--- config.mk ---
export PLATFORM = sky130hd
export DESIGN_NAME = scancode_to_key_decoder_top
export DESIGN_NICKNAME = d
export VERILOG_FILES = /design/src/rtl/scd_pkg.sv /design/src/rtl/scd_decode.sv /design/src/rtl/scancode_to_key_decoder_top.sv
export SDC_FILE = /design/constraint.sdc
export NUM_CORES = 1
export LEC_CHECK = 0
export ABC_AREA = 0
export BUFFER_PORTS_ARGS = -buffer_cell sky130_fd_sc_hd__buf_4
export CORE_MARGIN = 2
export CORE_UTILIZATION = 63
export DETAILED_ROUTE_END_ITERATION = 12
export PLACE_DENSITY = 0.82
export SLEW_MARGIN = 20
export SYNTH_ARGS = -nofsm -noshare
export SYNTH_HDL_FRONTEND = slang
export SYNTH_SLANG_ARGS = --single-unit
--- constraint.sdc ---
create_clock -name clk -period 4.9 [get_ports clk]
set_input_delay 0.98 -clock clk [delete_from_list [all_inputs] [get_ports clk]]
set_output_delay 0.98 -clock clk [all_outputs]
set_load 0.005 [all_outputs]
--- src/rtl/scd_pkg.sv ---
`default_nettype none
// ----------------------------------------------------------------------------
// scd_pkg
// Shared types, scancode constants and character ROMs of the set-1 key decoder.
// ----------------------------------------------------------------------------
package scd_pkg;

	localparam logic [7:0] PREFIX_BYTE  = 8'hE0;
	localparam logic [7:0] LSHIFT_MAKE  = 8'h2A;
	localparam logic [7:0] RSHIFT_MAKE  = 8'h36;
	localparam logic [7:0] LSHIFT_BREAK = 8'hAA;
	localparam logic [7:0] RSHIFT_BREAK = 8'hB6;
	localparam logic [7:0] NAV_LEFT     = 8'h4B;
	localparam logic [7:0] NAV_RIGHT    = 8'h4D;
	localparam logic [7:0] NAV_HOME     = 8'h47;
	localparam logic [7:0] NAV_END      = 8'h4F;
	localparam int unsigned BREAK_BIT   = 7;

	localparam logic [6:0] CH_NONE = 7'h00;
	localparam logic [6:0] CH_BKSP = 7'h08;
	localparam logic [6:0] CH_TAB  = 7'h09;
	localparam logic [6:0] CH_LF   = 7'h0A;
	localparam logic [6:0] CH_ESC  = 7'h1B;

	typedef enum logic [3:0] {
		KIND_PRINT = 4'd0,
		KIND_BKSP  = 4'd1,
		KIND_TAB   = 4'd2,
		KIND_ENTER = 4'd3,
		KIND_ESC   = 4'd4,
		KIND_LEFT  = 4'd5,
		KIND_RIGHT = 4'd6,
		KIND_HOME  = 4'd7,
		KIND_END   = 4'd8
	} key_kind_t;

	typedef struct packed {
		logic       emit;
		key_kind_t  kind;
		logic [6:0] char_code;
		logic       shift_nx;
		logic       prefix_nx;
	} scd_dec_t;

	function automatic logic [6:0] rom_plain(input logic [6:0] a);
		logic [6:0] c;
		unique case (a)
			7'h01: c = 7'h1B;
			7'h02: c = 7'h31;
			7'h03: c = 7'h32;
			7'h04: c = 7'h33;
			7'h05: c = 7'h34;
			7'h06: c = 7'h35;
			7'h07: c = 7'h36;
			7'h08: c = 7'h37;
			7'h09: c = 7'h38;
			7'h0A: c = 7'h39;
			7'h0B: c = 7'h30;
			7'h0C: c = 7'h2D;
			7'h0D: c = 7'h3D;
			7'h0E: c = 7'h08;
			7'h0F: c = 7'h09;
			7'h10: c = 7'h71;
			7'h11: c = 7'h77;
			7'h12: c = 7'h65;
			7'h13: c = 7'h72;
			7'h14: c = 7'h74;
			7'h15: c = 7'h79;
			7'h16: c = 7'h75;
			7'h17: c = 7'h69;
			7'h18: c = 7'h6F;
			7'h19: c = 7'h70;
			7'h1A: c = 7'h5B;
			7'h1B: c = 7'h5D;
			7'h1C: c = 7'h0A;
			7'h1E: c = 7'h61;
			7'h1F: c = 7'h73;
			7'h20: c = 7'h64;
			7'h21: c = 7'h66;
			7'h22: c = 7'h67;
			7'h23: c = 7'h68;
			7'h24: c = 7'h6A;
			7'h25: c = 7'h6B;
			7'h26: c = 7'h6C;
			7'h27: c = 7'h3B;
			7'h28: c = 7'h27;
			7'h29: c = 7'h60;
			7'h2B: c = 7'h5C;
			7'h2C: c = 7'h7A;
			7'h2D: c = 7'h78;
			7'h2E: c = 7'h63;
			7'h2F: c = 7'h76;
			7'h30: c = 7'h62;
			7'h31: c = 7'h6E;
			7'h32: c = 7'h6D;
			7'h33: c = 7'h2C;
			7'h34: c = 7'h2E;
			7'h35: c = 7'h2F;
			7'h37: c = 7'h2A;
			7'h39: c = 7'h20;
			7'h47: c = 7'h37;
			7'h48: c = 7'h38;
			7'h49: c = 7'h39;
			7'h4A: c = 7'h2D;
			7'h4B: c = 7'h34;
			7'h4C: c = 7'h35;
			7'h4D: c = 7'h36;
			7'h4E: c = 7'h2B;
			7'h4F: c = 7'h31;
			7'h50: c = 7'h32;
			7'h51: c = 7'h33;
			7'h52: c = 7'h30;
			7'h53: c = 7'h2E;
			default: c = CH_NONE;
		endcase
		return c;
	endfunction

	// shifted codes that differ; all others match the plain table
	function automatic logic [6:0] rom_shift(input logic [6:0] a);
		logic [6:0] c;
		unique case (a)
			7'h02: c = 7'h21;
			7'h03: c = 7'h40;
			7'h04: c = 7'h23;
			7'h05: c = 7'h24;
			7'h06: c = 7'h25;
			7'h07: c = 7'h5E;
			7'h08: c = 7'h26;
			7'h09: c = 7'h2A;
			7'h0A: c = 7'h28;
			7'h0B: c = 7'h29;
			7'h0C: c = 7'h5F;
			7'h0D: c = 7'h2B;
			7'h10: c = 7'h51;
			7'h11: c = 7'h57;
			7'h12: c = 7'h45;
			7'h13: c = 7'h52;
			7'h14: c = 7'h54;
			7'h15: c = 7'h59;
			7'h16: c = 7'h55;
			7'h17: c = 7'h49;
			7'h18: c = 7'h4F;
			7'h19: c = 7'h50;
			7'h1A: c = 7'h7B;
			7'h1B: c = 7'h7D;
			7'h1E: c = 7'h41;
			7'h1F: c = 7'h53;
			7'h20: c = 7'h44;
			7'h21: c = 7'h46;
			7'h22: c = 7'h47;
			7'h23: c = 7'h48;
			7'h24: c = 7'h4A;
			7'h25: c = 7'h4B;
			7'h26: c = 7'h4C;
			7'h27: c = 7'h3A;
			7'h28: c = 7'h22;
			7'h29: c = 7'h7E;
			7'h2B: c = 7'h7C;
			7'h2C: c = 7'h5A;
			7'h2D: c = 7'h58;
			7'h2E: c = 7'h43;
			7'h2F: c = 7'h56;
			7'h30: c = 7'h42;
			7'h31: c = 7'h4E;
			7'h32: c = 7'h4D;
			7'h33: c = 7'h3C;
			7'h34: c = 7'h3E;
			7'h35: c = 7'h3F;
			default: c = rom_plain(a);
		endcase
		return c;
	endfunction

endpackage
`default_nettype wire

--- src/rtl/scd_decode.sv ---
`default_nettype none
// ----------------------------------------------------------------------------
// scd_decode
// Single-pass decode of one scancode byte against the shift and prefix flags.
// ----------------------------------------------------------------------------
module scd_decode (
	input  wire logic [7:0]       scan_byte,
	input  wire logic             shift_held,
	input  wire logic             prefix_seen,
	output scd_pkg::scd_dec_t     dec
);
	import scd_pkg::*;

	logic [6:0] rom_c;

	always_comb begin
		rom_c = shift_held ? rom_shift(scan_byte[6:0]) : rom_plain(scan_byte[6:0]);
	end

	always_comb begin
		dec           = '0;
		dec.kind      = KIND_PRINT;
		dec.shift_nx  = shift_held;
		dec.prefix_nx = prefix_seen;
		priority if (scan_byte == PREFIX_BYTE) begin
			dec.prefix_nx = 1'b1;
		end else if (prefix_seen) begin
			dec.prefix_nx = 1'b0;
			priority if (scan_byte == NAV_LEFT) begin
				dec.emit = 1'b1;
				dec.kind = KIND_LEFT;
			end else if (scan_byte == NAV_RIGHT) begin
				dec.emit = 1'b1;
				dec.kind = KIND_RIGHT;
			end else if (scan_byte == NAV_HOME) begin
				dec.emit = 1'b1;
				dec.kind = KIND_HOME;
			end else if (scan_byte == NAV_END) begin
				dec.emit = 1'b1;
				dec.kind = KIND_END;
			end else begin
				dec.emit = 1'b0;
			end
		end else if (scan_byte == LSHIFT_MAKE || scan_byte == RSHIFT_MAKE) begin
			dec.shift_nx = 1'b1;
		end else if (scan_byte == LSHIFT_BREAK || scan_byte == RSHIFT_BREAK) begin
			dec.shift_nx = 1'b0;
		end else if (scan_byte[BREAK_BIT]) begin
			dec.emit = 1'b0;
		end else begin
			dec.emit = (rom_c != CH_NONE);
			unique case (rom_c)
				CH_BKSP: dec.kind = KIND_BKSP;
				CH_TAB:  dec.kind = KIND_TAB;
				CH_LF:   dec.kind = KIND_ENTER;
				CH_ESC:  dec.kind = KIND_ESC;
				default: begin
					dec.kind      = KIND_PRINT;
					dec.char_code = rom_c;
				end
			endcase
		end
	end

endmodule
`default_nettype wire

--- src/rtl/scancode_to_key_decoder_top.sv ---
`default_nettype none
// ----------------------------------------------------------------------------
// scancode_to_key_decoder_top
// Set-1 keyboard scancode to key decoder with valid/ready channels.
// Path: input register, then the single decode pass, then result register.
// Throughput: one byte per cycle, while no decoded key is held in the result
// register by a receiver that is not ready.
// Reset: asynchronous, clears shift and prefix flags and both valid bits.
// ----------------------------------------------------------------------------
module scancode_to_key_decoder_top (
	input  wire logic       clk,
	input  wire logic       arst_n,
	input  wire logic       in_valid,
	output logic            in_ready,
	input  wire logic [7:0] scan_byte,
	output logic            out_valid,
	input  wire logic       out_ready,
	output logic [3:0]      key_kind,
	output logic [6:0]      char_code
);
	import scd_pkg::*;

	logic       valid_s1;
	logic [7:0] byte_s1;
	logic       shift_q;
	logic       prefix_q;
	logic       out_valid_q;
	key_kind_t  kind_q;
	logic [6:0] char_q;
	scd_dec_t   dec;
	logic       s1_go;

	scd_decode u_decode (
		.scan_byte   (byte_s1),
		.shift_held  (shift_q),
		.prefix_seen (prefix_q),
		.dec         (dec)
	);

	assign s1_go    = valid_s1 && (!dec.emit || !out_valid_q || out_ready);
	assign in_ready = !valid_s1 || s1_go;

	always_ff @(posedge clk or negedge arst_n) begin
		if (!arst_n) begin
			valid_s1    <= 1'b0;
			shift_q     <= 1'b0;
			prefix_q    <= 1'b0;
			out_valid_q <= 1'b0;
		end else begin
			if (in_ready) begin
				valid_s1 <= in_valid;
			end
			if (s1_go) begin
				shift_q  <= dec.shift_nx;
				prefix_q <= dec.prefix_nx;
			end
			if (s1_go && dec.emit) begin
				out_valid_q <= 1'b1;
			end else if (out_ready) begin
				out_valid_q <= 1'b0;
			end
		end
	end

	always_ff @(posedge clk) begin
		if (in_valid && in_ready) begin
			byte_s1 <= scan_byte;
		end
		if (s1_go && dec.emit) begin
			kind_q <= dec.kind;
			char_q <= dec.char_code;
		end
	end

	assign out_valid = out_valid_q;
	assign key_kind  = kind_q;
	assign char_code = char_q;

endmodule
`default_nettype wire

==> reports/metrics.csv <==
stage,metric,value,unit
run_status,run_status,finished clean,
yosys,synthArstFlopShare,13.3,%
floorplanning,placementRows,28,
hold_path,worst_hold_path_type,in -> async,
yosys,synth_cell_types,92,
cts,cts_tree,yes,
yosys,syn_nets,528,
worst_setup_path,crit_arrival,4.66,ns
final_layout,regArea,811,um2
yosys,synth_area,3920,um2
timing,clock.fmax,224,MHz
floorplanning,io_pins,25,
cts,clock_latency,0.30,ns
detailed_routing,wirelength,14.0,mm
yosys,ys_seq_area_share,20.7,%
global_routing,grt_pass1_vias,4081,
global_routing,grt_pass1_wl,21.5,mm
detailed_routing,avgViaCountPerCell,7.63,
pwr,power.density,256,nW/um2
placement,port_buffers,24,
yosys,yosysWarningCount,0,
final_layout,antenna_cells,0,
final_layout,area_delta_synth_final,8.85,%
floorplanning,die-area,6860,um2
final_layout,final_net_count,547,
yosys,yosysTopAreaCell,edfxtp_1,
pwr,power.leakage,1.68,nW
yosys,ys_ff_latch,30,
timing,drv_slew,0,
run,drv_cap,0,
detailed_routing,drtPass1Iterations,6,
final_layout,final_cell_mix,"48 x buf_4, 47 x nor2_1, 42 x nand2_1, 40 x o21ai_0, 27 x a21oi_1",
timing,skew,0.0145,ns
cts,clock_sinks,30,
floorplanning,start_util,65.8,%
worst_setup_path,worst_ep_required_time,5.09,ns
yosys,synth_area_leaders,"edfxtp_1 15%, o21ai_0 5.2%, mux2i_1 5.1%",
pwr,peakVddDrop,182,uV
final_layout,fillCellCount,493,
global_routing,antenna_found_initial,0,
placement,dp_hpwl,10.2,mm
worst_setup_path,worst-setup-path-type,reg -> reg,
worst_setup_path,slowest_delay,0.72,ns
worst_setup_path,cp_slowest_cell,edfxtp_1,
final_layout,layout_commonest_cell,buf_4,
floorplanning,die_h,82.9,um
detailed_routing,num_vias,4568,
detailed_routing,antenna_left,0,
placement,pre_cts_ws,0.275,ns
timing,fin_crit,4.47,ns
timing,finalCritPeriodShare,91.2,%
cts,cts.htree.levels,2,
worst_setup_path,crit_path_end_kind,flop,
detailed_routing,drt_iter0_drc,783,
final_layout,drive_gt1_share,16.4,%
cts,clockBufferDepth,2,
global_routing,track_usage,39.0,%
detailed_routing,wl_per_cell,23.4,um
cts,cts_hold_buf,0,
detailed_routing,route.detailed.drc,0,
worst_setup_path,start_kind,flop,
yosys,synth_edf_count,19,
final_layout,fin_util,71.6,%
cts,cts_made_buffers,5,
timing,relSlewSlack,46.2,%
timing,worst-slew-pin-transition,0.807,ns
worst_setup_path,cp_max_fo,23,
floorplanning,coreArea,5960,um2
placement,routabilityCongestion,1.12,
global_routing,grt_max_degree,43,
timing,finalHoldViolations,0,
yosys,syn_inst,504,
timing,rsz0062_at_grt,false,
yosys,yosysTopAreaCellShare,14.6,%
timing,setup_ws,0.433,ns
worst_setup_path,critPathMostFrequentCell,mux2i_1,
yosys,syn_area_per_cell,7.77,um2
cts,root_buffer,clkbuf_8,
timing,setup_tns,0,ns
worst_setup_path,critical_path.cell_chain,"buf_4, nor2b_1, and3_1, a211oi_1, nor4b_2, and4_4, nor2_4, inv_4, mux2i_1, inv_1, ha_1, o21ai_0, mux2i_1, o31ai_1, a31oi_1, a2111o_1",
floorplanning,die_width,82.9,um
final_layout,multi_input_area,2800,um2
timing,setup_viol_count_final,0,
cts,clk_pin_slew,0.08,ns
yosys,synth_ff_type,edfxtp_1,
global_routing,overflow,0,
worst paths after layout:
path / depth (start not counted) / endpoint / start / slack [ns]
max in group asynchronous: 1 / shift_q / arst_n / 4.33
max: 16 / flop / byte_s1[3] / 0.43
max reg2reg: 16 / flop / byte_s1[3] / 0.43
min reg2reg: 1 / shift_q / byte_s1[7] / 0.61
min: 1 / prefix_q / arst_n / 0.47
min in group clk: 1 / shift_q / byte_s1[7] / 0.61
logic make-up after synthesis:
kind of cell / count (synthesis) / share of synthesized area, %
AO/OA/AOI/OAI: 168 / 30.7
adder cells (fa/ha/maj): 14 / 4.34
buffers and inverters: 60 / 8.05
flip-flops: 30 / 20.7
XOR/XNOR: 9 / 2.01
AND/OR/NAND/NOR: 196 / 26.8
multiplexers: 27 / 7.41
critical path, delay by kind of cell (launching register included):
family,cells,cell delay (ns)
simple gates,5,1.17
compound gates,5,1.15
flops,1,0.72
buf+inv,3,0.63
mux,2,0.43
fa+ha+maj,1,0.25
repair_timing:
item,in CTS,in global routing
buffers inserted,0,1
endpoints found under the setup margin,0,5
gates resized for setup,0,2
hold endpoints to repair,0,0
through the flow:
stage	hold slack, ns	instance area (um2)	std cells	power [mW]
floorplan	0.514	3920	504	0.708
global route	0.467	4260	599	1.13
global placement	0.588	4160	590	0.855
finish	0.470	4260	599	1.09
CTS	0.471	4250	598	1.06
detailed placement	0.600	4160	590	0.864
cells in the mapped netlist, drive strengths merged (5+ instances only):
library cell,count
a211o,6
a211oi,7
a21oi,27
a221oi,5
a22oi,6
a31oi,6
and2,6
and3,5
buf,29
clkbuf,9
dfxtp,7
edfxtp,19
ha,12
inv,20
mux2,6
mux2i,20
nand2,43
nand2b,13
nand3,20
nand4,8
nor2,48
nor2b,11
nor3,12
nor3b,5
o211ai,8
o21ai,47
xnor2,7
per-layer routing:
metal  wire length (um)  up-vias  global-route usage, %
met2               6140      426                   62.0
met1               5090     2084                   48.3
met5                  0        -                      0
li1                   -     1963                      -
met4                948        0                   21.3
met3               1830       95                   9.94
area by class of cell:
| type | count | share of cell area, % |
|---|---|---|
| clock inverter | 3 | 0.381 |
| multi-input combinational | 414 | 65.6 |
| timing repair buffer | 50 | 9.18 |
| clock buffer | 5 | 1.61 |
| sequential | 30 | 19.0 |
| inverter | 22 | 2.00 |
| tap | 75 | 2.20 |
report_power, final:
group / leakage, nW / switching, mW / internal (mW) / total [mW]
registers: 0.292 / 0.0433 / 0.306 / 0.350
logic: 1.34 / 0.338 / 0.205 / 0.543
clock network: 0.0416 / 0.105 / 0.0971 / 0.202
Note: power is estimated with default switching activity, not from simulation.
